### config.mk
export PLATFORM = sky130hd
export DESIGN_NAME = fba_ctrl
export DESIGN_NICKNAME = d
export VERILOG_FILES = /design/src/rtl/fba_pkg.sv /design/src/rtl/fba_ctrl.sv
export SDC_FILE = /design/constraint.sdc
export NUM_CORES = 1
export LEC_CHECK = 0
export ABC_CLOCK_PERIOD_IN_PS = 2200
export BUFFER_PORTS_ARGS = -buffer_cell sky130_fd_sc_hd__buf_2
export CORE_AREA = 4 4 41 43
export DETAILED_ROUTE_END_ITERATION = 8
export DIE_AREA = 0 0 45 47
export GPL_TIMING_DRIVEN = 1
export PLACE_DENSITY = 0.57
export SLEW_MARGIN = 10
export SYNTH_ARGS = -nofsm -noshare
export SYNTH_HDL_FRONTEND = slang
export SYNTH_SLANG_ARGS = --single-unit
### constraint.sdc
create_clock -name clk -period 2.2 [get_ports clk]
set_input_delay 0.44 -clock clk [delete_from_list [all_inputs] [get_ports clk]]
set_output_delay 0.44 -clock clk [all_outputs]
set_load 0.01 [all_outputs]
### src/rtl/fba_pkg.sv
// Shared types and constants for the block allocator.
`default_nettype none
package fba_pkg;

  localparam int TOTAL_W = 13;
  localparam int INDEX_W = 12;
  localparam logic [TOTAL_W-1:0] TOTAL_RESET = 13'd4096;

  // block map entry codes
  localparam logic [1:0] BLK_FREE     = 2'd0;
  localparam logic [1:0] BLK_ALLOC    = 2'd1;
  localparam logic [1:0] BLK_RESERVED = 2'd2;

  // request codes
  localparam logic [1:0] REQ_ALLOC  = 2'd0;
  localparam logic [1:0] REQ_FREE   = 2'd1;
  localparam logic [1:0] REQ_FORMAT = 2'd2;

  // result status codes
  localparam logic [1:0] RES_OK    = 2'd0;
  localparam logic [1:0] RES_NONE  = 2'd1;
  localparam logic [1:0] RES_RANGE = 2'd2;

  typedef enum logic [1:0] {
    ST_CLEAR,
    ST_IDLE,
    ST_SCAN,
    ST_FORMAT
  } state_t;

  typedef enum logic [1:0] {
    WA_SWEEP,
    WA_HIT,
    WA_REQ
  } wsrc_t;

  typedef enum logic [1:0] {
    WD_FREE,
    WD_ALLOC,
    WD_FORMAT
  } wdata_t;

  typedef enum logic [2:0] {
    CNT_HOLD,
    CNT_CLR,
    CNT_FMT,
    CNT_DEC,
    CNT_INC
  } cnt_op_t;

  typedef struct packed {
    logic       addr_clr;
    logic       addr_inc;
    logic       rd_en;
    logic       we;
    wsrc_t      wsrc;
    wdata_t     wdata;
    cnt_op_t    cnt_op;
    logic       res_strobe;
    logic [1:0] res_status;
    logic       res_grant;
  } ctrl_cmd_t;

  typedef struct packed {
    logic hit;
    logic rd_pending;
    logic addr_lt_total;
    logic sweep_last;
    logic idx_in_range;
  } dp_stat_t;

endpackage
`default_nettype wire

### src/rtl/fba_ctrl.sv
// Controller state machine for the block allocator.
`default_nettype none
module fba_ctrl (
  input  wire logic              clk,
  input  wire logic              rst_n,
  input  wire logic              start,
  input  wire logic [1:0]        in_req_type,
  input  wire fba_pkg::dp_stat_t stat,
  output fba_pkg::ctrl_cmd_t     cmd,
  output logic                   busy
);

  fba_pkg::state_t state_r, state_nxt;

  always_ff @(posedge clk) begin
    if (!rst_n) begin
      state_r <= fba_pkg::ST_CLEAR;
    end else begin
      state_r <= state_nxt;
    end
  end

  always_comb begin
    state_nxt = state_r;
    case (state_r)
      fba_pkg::ST_CLEAR: begin
        if (stat.sweep_last) state_nxt = fba_pkg::ST_IDLE;
      end
      fba_pkg::ST_IDLE: begin
        if (start) begin
          if (in_req_type == fba_pkg::REQ_ALLOC) state_nxt = fba_pkg::ST_SCAN;
          else if (in_req_type == fba_pkg::REQ_FORMAT) state_nxt = fba_pkg::ST_FORMAT;
        end
      end
      fba_pkg::ST_SCAN: begin
        if (stat.hit || (!stat.addr_lt_total && !stat.rd_pending)) begin
          state_nxt = fba_pkg::ST_IDLE;
        end
      end
      fba_pkg::ST_FORMAT: begin
        if (stat.sweep_last) state_nxt = fba_pkg::ST_IDLE;
      end
      default: state_nxt = fba_pkg::ST_IDLE;
    endcase
  end

  always_comb begin
    cmd            = '0;
    cmd.wsrc       = fba_pkg::WA_SWEEP;
    cmd.wdata      = fba_pkg::WD_FREE;
    cmd.cnt_op     = fba_pkg::CNT_HOLD;
    cmd.res_status = fba_pkg::RES_OK;
    busy           = 1'b1;
    case (state_r)
      fba_pkg::ST_CLEAR: begin
        cmd.we       = 1'b1;
        cmd.addr_inc = 1'b1;
      end
      fba_pkg::ST_IDLE: begin
        busy = 1'b0;
        if (start) begin
          case (in_req_type)
            fba_pkg::REQ_ALLOC: begin
              cmd.addr_clr = 1'b1;
            end
            fba_pkg::REQ_FREE: begin
              cmd.res_strobe = 1'b1;
              if (stat.idx_in_range) begin
                cmd.we     = 1'b1;
                cmd.wsrc   = fba_pkg::WA_REQ;
                cmd.cnt_op = fba_pkg::CNT_INC;
              end else begin
                cmd.res_status = fba_pkg::RES_RANGE;
              end
            end
            fba_pkg::REQ_FORMAT: begin
              cmd.addr_clr = 1'b1;
              cmd.cnt_op   = fba_pkg::CNT_CLR;
            end
            default: begin
              cmd.res_strobe = 1'b1;
            end
          endcase
        end
      end
      fba_pkg::ST_SCAN: begin
        if (stat.hit) begin
          // claim the first free entry seen
          cmd.we         = 1'b1;
          cmd.wsrc       = fba_pkg::WA_HIT;
          cmd.wdata      = fba_pkg::WD_ALLOC;
          cmd.cnt_op     = fba_pkg::CNT_DEC;
          cmd.res_strobe = 1'b1;
          cmd.res_grant  = 1'b1;
        end else if (stat.addr_lt_total) begin
          cmd.rd_en    = 1'b1;
          cmd.addr_inc = 1'b1;
        end else if (!stat.rd_pending) begin
          cmd.res_strobe = 1'b1;
          cmd.res_status = fba_pkg::RES_NONE;
        end
      end
      fba_pkg::ST_FORMAT: begin
        cmd.we         = 1'b1;
        cmd.wdata      = fba_pkg::WD_FORMAT;
        cmd.cnt_op     = fba_pkg::CNT_FMT;
        cmd.addr_inc   = 1'b1;
        cmd.res_strobe = stat.sweep_last;
      end
      default: begin
        busy = 1'b1;
      end
    endcase
  end

endmodule
`default_nettype wire

After elaboration in Yosys (flattened, before gate mapping)
Cells that the tools add are included.
{"block": "word_totals", "ff_bits": 2, "out_inout_bits": 16, "wordCells": 54}
{"block": "op_classes", "n_eq_ne": 9, "muxes": 35, "n_reduce_logical": 9}
{"operator": "2-to-1 mux 2 bit", "n": 10}
{"operator": "2-to-1 mux 3 bit", "n": 6}
{"operator": "case mux 2 bit (2 select lines)", "n": 3}
{"operator": "case mux 4 bit (3 select lines)", "n": 1}
{"operator": "2-to-1 mux 1 bit", "n": 9}
{"operator": "2-to-1 mux 8 bit", "n": 1}
{"operator": "== test 2 bit (second input constant)", "n": 3}
{"operator": "2-to-1 mux 6 bit", "n": 1}
{"operator": "case mux 2 bit (3 select lines)", "n": 1}
{"operator": "case mux 3 bit (2 select lines)", "n": 1}
{"operator": "== test 2 x 1 -> 1 bit (second input constant)", "n": 2}
{"operator": "zero test 2 bit", "n": 2}
{"operator": "inequality test 2 bit (second input constant)", "n": 2}
{"operator": "AND reduction 4 bit", "n": 1}
{"operator": "OR reduction 2 bit", "n": 2}
{"operator": "inequality test 3 bit (second input constant)", "n": 1}
{"operator": "case mux 1 bit (3 select lines)", "n": 1}
{"operator": "zero test 1 bit", "n": 2}
{"operator": "inequality test 2 x 1 -> 1 bit (second input constant)", "n": 1}
{"operator": "case mux 1 bit (2 select lines)", "n": 1}
{"operator": "logical AND 1 bit", "n": 1}
{"operator": "logical OR 1 bit", "n": 1}

Longest topological paths before layout
{"block": "logic_depth", "ltp_word": 5, "ltp_mapped": 5}

Worst setup path after synthesis
No wires, ideal clock.
{"block": "synth_path", "path_type": "reg-to-output", "start": "register state_r[1]", "end": "output cmd[6] in the netlist's numbering", "arrival_time_ns": 1.258, "required_time_ns": 1.760, "path_slack_ns": 0.502, "stages_incl_launch_ff": 6, "path_buffers": 1, "path_cell_list": "dfxtp_1 > inv_1 > ha_1 > buf_2 > nand2_1 > nor4b_1"}
{"item": "from (decl)", "line": "fba_ctrl.sv:13", "text": "fba_pkg::state_t state_r, state_nxt;"}
{"item": "from (signal assigned)", "line": "fba_ctrl.sv:17", "text": "state_r <= fba_pkg::ST_CLEAR;"}
{"item": "from (signal assigned)", "line": "fba_ctrl.sv:19", "text": "state_r <= state_nxt;"}
{"item": "to (decl)", "line": "fba_ctrl.sv:9", "text": "output fba_pkg::ctrl_cmd_t cmd,"}

==> summary.txt <==
GRT
  – Initial antenna violation count: 0
  – Global-route wire length before repair: approximately 1400 um
  – Pin count of the biggest net entering global routing: 9
  – Vias in the first global route: approximately 380
  – Global-route congestion overflow total: 0
  – Global Route Usage Sum: between 8 and 9%

Floorplan
  – DIE WIDTH: around 45 um
  – Die extent in y: 47 um
  – IO Pins: 26
  – Initial Utilization: between 20% and 30%
  – Standard-cell row count: 13
  – Die ar.: between 0.002 and 0.0025 mm^2
  – Core area: roughly 0.0013 mm^2

Clocking
  – Clock H-tree levels: 1
  – Clk Tree Root Cell: clkbuf_4
  – Clock sink count: 2
  – Clock transition at the registers of the reported paths: about 30 ps
  – Hold_buf cts: 0
  – CTS tree: done
  – Clock buffer depth: 2
  – Buffer count from post-CTS setup fixing: 0
  – TritonCTS buffer count: 3
  – Post-CTS sizing: 0
  – Worst-Skew Late Latency: approximately 220 ps

Route
  – WL per Instance: 10.4 um
  – Iteration count of the initial detailed-routing pass: 2
  – Remaining DRCs: 0
  – Starting DRT DRC Count: 1
  – Post-route antenna net violation count: 0
  – Number of vias per cell: about 4.5
  – Vias: 419
  – Drt total wl: between 900 and 1000 um

Final layout
  – Layout cell share with drive strength beyond 1: 37.2%
  – Max FFs per register: 2
  – Nets: between 90 and 100
  – N_diodes: 0
  – Most frequent cells in the layout: buf_2 (25), nor2_1 (8), nand2_1 (8), ha_1 (8), inv_1 (6)
  – Final Non-Filler Cells: 93
  – Area Overhead vs Synth: 39.4%
  – Biggest register: state_r
  – Finished Core Util: 39.8%
  – Largest regs: state_r (2)
  – Commonest non-fill, non-tap cell in the layout: buf_2

Synth
  – Synth unique cells: 22
  – Post-synthesis sequential area ratio: between 10% and 20%
  – Yosys warns: 0
  – Avg Cell Area, Syn: 7.01 um^2
  – Syn Nets: 71
  – FF+latch count, synth: 2
  – Gate Count Post-Synth: 53
  – Post-synth design cell area: 372 um^2

Critical path
  – Critical path required time: between 1500 and 2000 ps
  – Worst R2R Path Depth: 5
  – CP Data Arrival Time: approximately 1600 ps
  – CP startpoint: state_r[1]
  – Crit end category: output pin
  – Worst-path maximum fanout: 8
  – Crit Path Class: register to output pin
  – CP Launch Type: register
  – Crit Reg-Reg Startpoint: state_r[0]

Timing
  – Setup TNS: 0 ps
  – Slew Viols, Final: 0
  – Part of the cycle the worst path needs: about nine tenths
  – Finish-stage setup viols: 0
  – Tmin final: between 2000 and 2500 ps
  – Relative slew slack: 79.2%
  – Worst slew pin tran: 312 ps
  – Final hold viol count: 0
  – Clock skew: 1.63 ps
  – RSZ-0062 raised after global routing: false
  – Peak Freq: around 0.5 GHz

Pwr
  – LEAKAGE: ~0.00030 uW
  – Pwr/cell area: between 1000 and 1500 mW/mm^2
  – Peak supply drop: 0.000547 V

Run
  – Max-Cap Viols: 0

Hold path
  – Hold path cells: 2
  – Worst Hold Class: register to register
  – Hold Path Origin: state_r[1]

Placed design
  – Dpl cells: 90
  – Number of port buffers: 25
  – Placer Congestion: ~0.72
  – HPWL after DPL: between 800 and 900 um

Status
  – Outcome: complete, no violations
[Yosys cell counts (all sizes together)]
cell	count	share of area, %
and2	1	1.7
ha	8	27
or2	1	1.7
a31oi	1	1.7
a221oi	1	4.0
nor3b	1	2.0
mux2i	2	5.4
nand3	1	1.3
nand2	8	8.1
nor2b	2	3.4
dfxtp	2	11
and3	1	1.7
o22ai	1	1.7
o21ai	2	2.7
inv	6	6.1
nor4b	1	2.4
a32oi	1	2.4
nor2	8	8.1
buf	3	5.4
a21oi	2	2.7
[final timing paths]
check | to | slack [ps]
max | cmd[6] | 190
min | state_r[1] | 500
max reg2reg | state_r[0] | 700
min reg2reg | state_r[1] | 500
[kinds of logic (layout without fill, tap and decap cells)]
kind of cell | Yosys count | count (layout) | synth area share [%]
multiplexers | 2 | 2 | 5.39
flip-flops | 2 | 2 | 10.8
AO/OA/AOI/OAI | 8 | 8 | 15.2
adder cells (fa/ha/maj) | 8 | 8 | 26.9
buffers and inverters | 9 | 34 | 11.4
AND/OR/NAND/NOR | 24 | 24 | 30.3
[area by class of cell]
type                            instances  area, um^2
Timing Repair Buffer                   25         125
Inverter                                6        22.5
Sequential cell                         2        40.0
Fill cell                             153         783
Clock buffer                            3        22.5
Tap cell                               15        18.8
Multi-Input combinational cell         42         289
[layer usage]
| layer | global-route usage (%) | wire length (um) | up-vias | share of wire (%) |
|---|---|---|---|---|
| met1 | 10.4 | 444 | 179 | 46 |
| li1 | - | - | 226 | - |
| met2 | 16.4 | 440 | 14 | 45 |
| met3 | 1.15 | 83 | 0 | 8.6 |
| met5 | 0 | 0 | - | 0 |
| met4 | 3.51 | 0 | 0 | 0 |
[power by group]
group	switching, uW	internal, uW
Sequential	20.1	53.1
Clock	17.7	59.9
Combinational	209	159
[metrics by stage]
stage	setup WS [ps]	area (um^2)	hold slack [ps]	power (uW)
3_5_place_dp	385	495	505	447
5_1_grt	21.7	518	514	574
4_1_cts	180	518	504	530
2_1_floorplan	502	372	468	331
6_report	188	518	502	520
3_3_place_gp	396	495	498	446
[critical path, stage by stage (launching register included)]
cell	delay, ps
dfxtp_1	330
inv_1	100
ha_1	320
nand2_1	140
nor4b_1	290
buf_2	180
(Power assumes the default switching activity.)
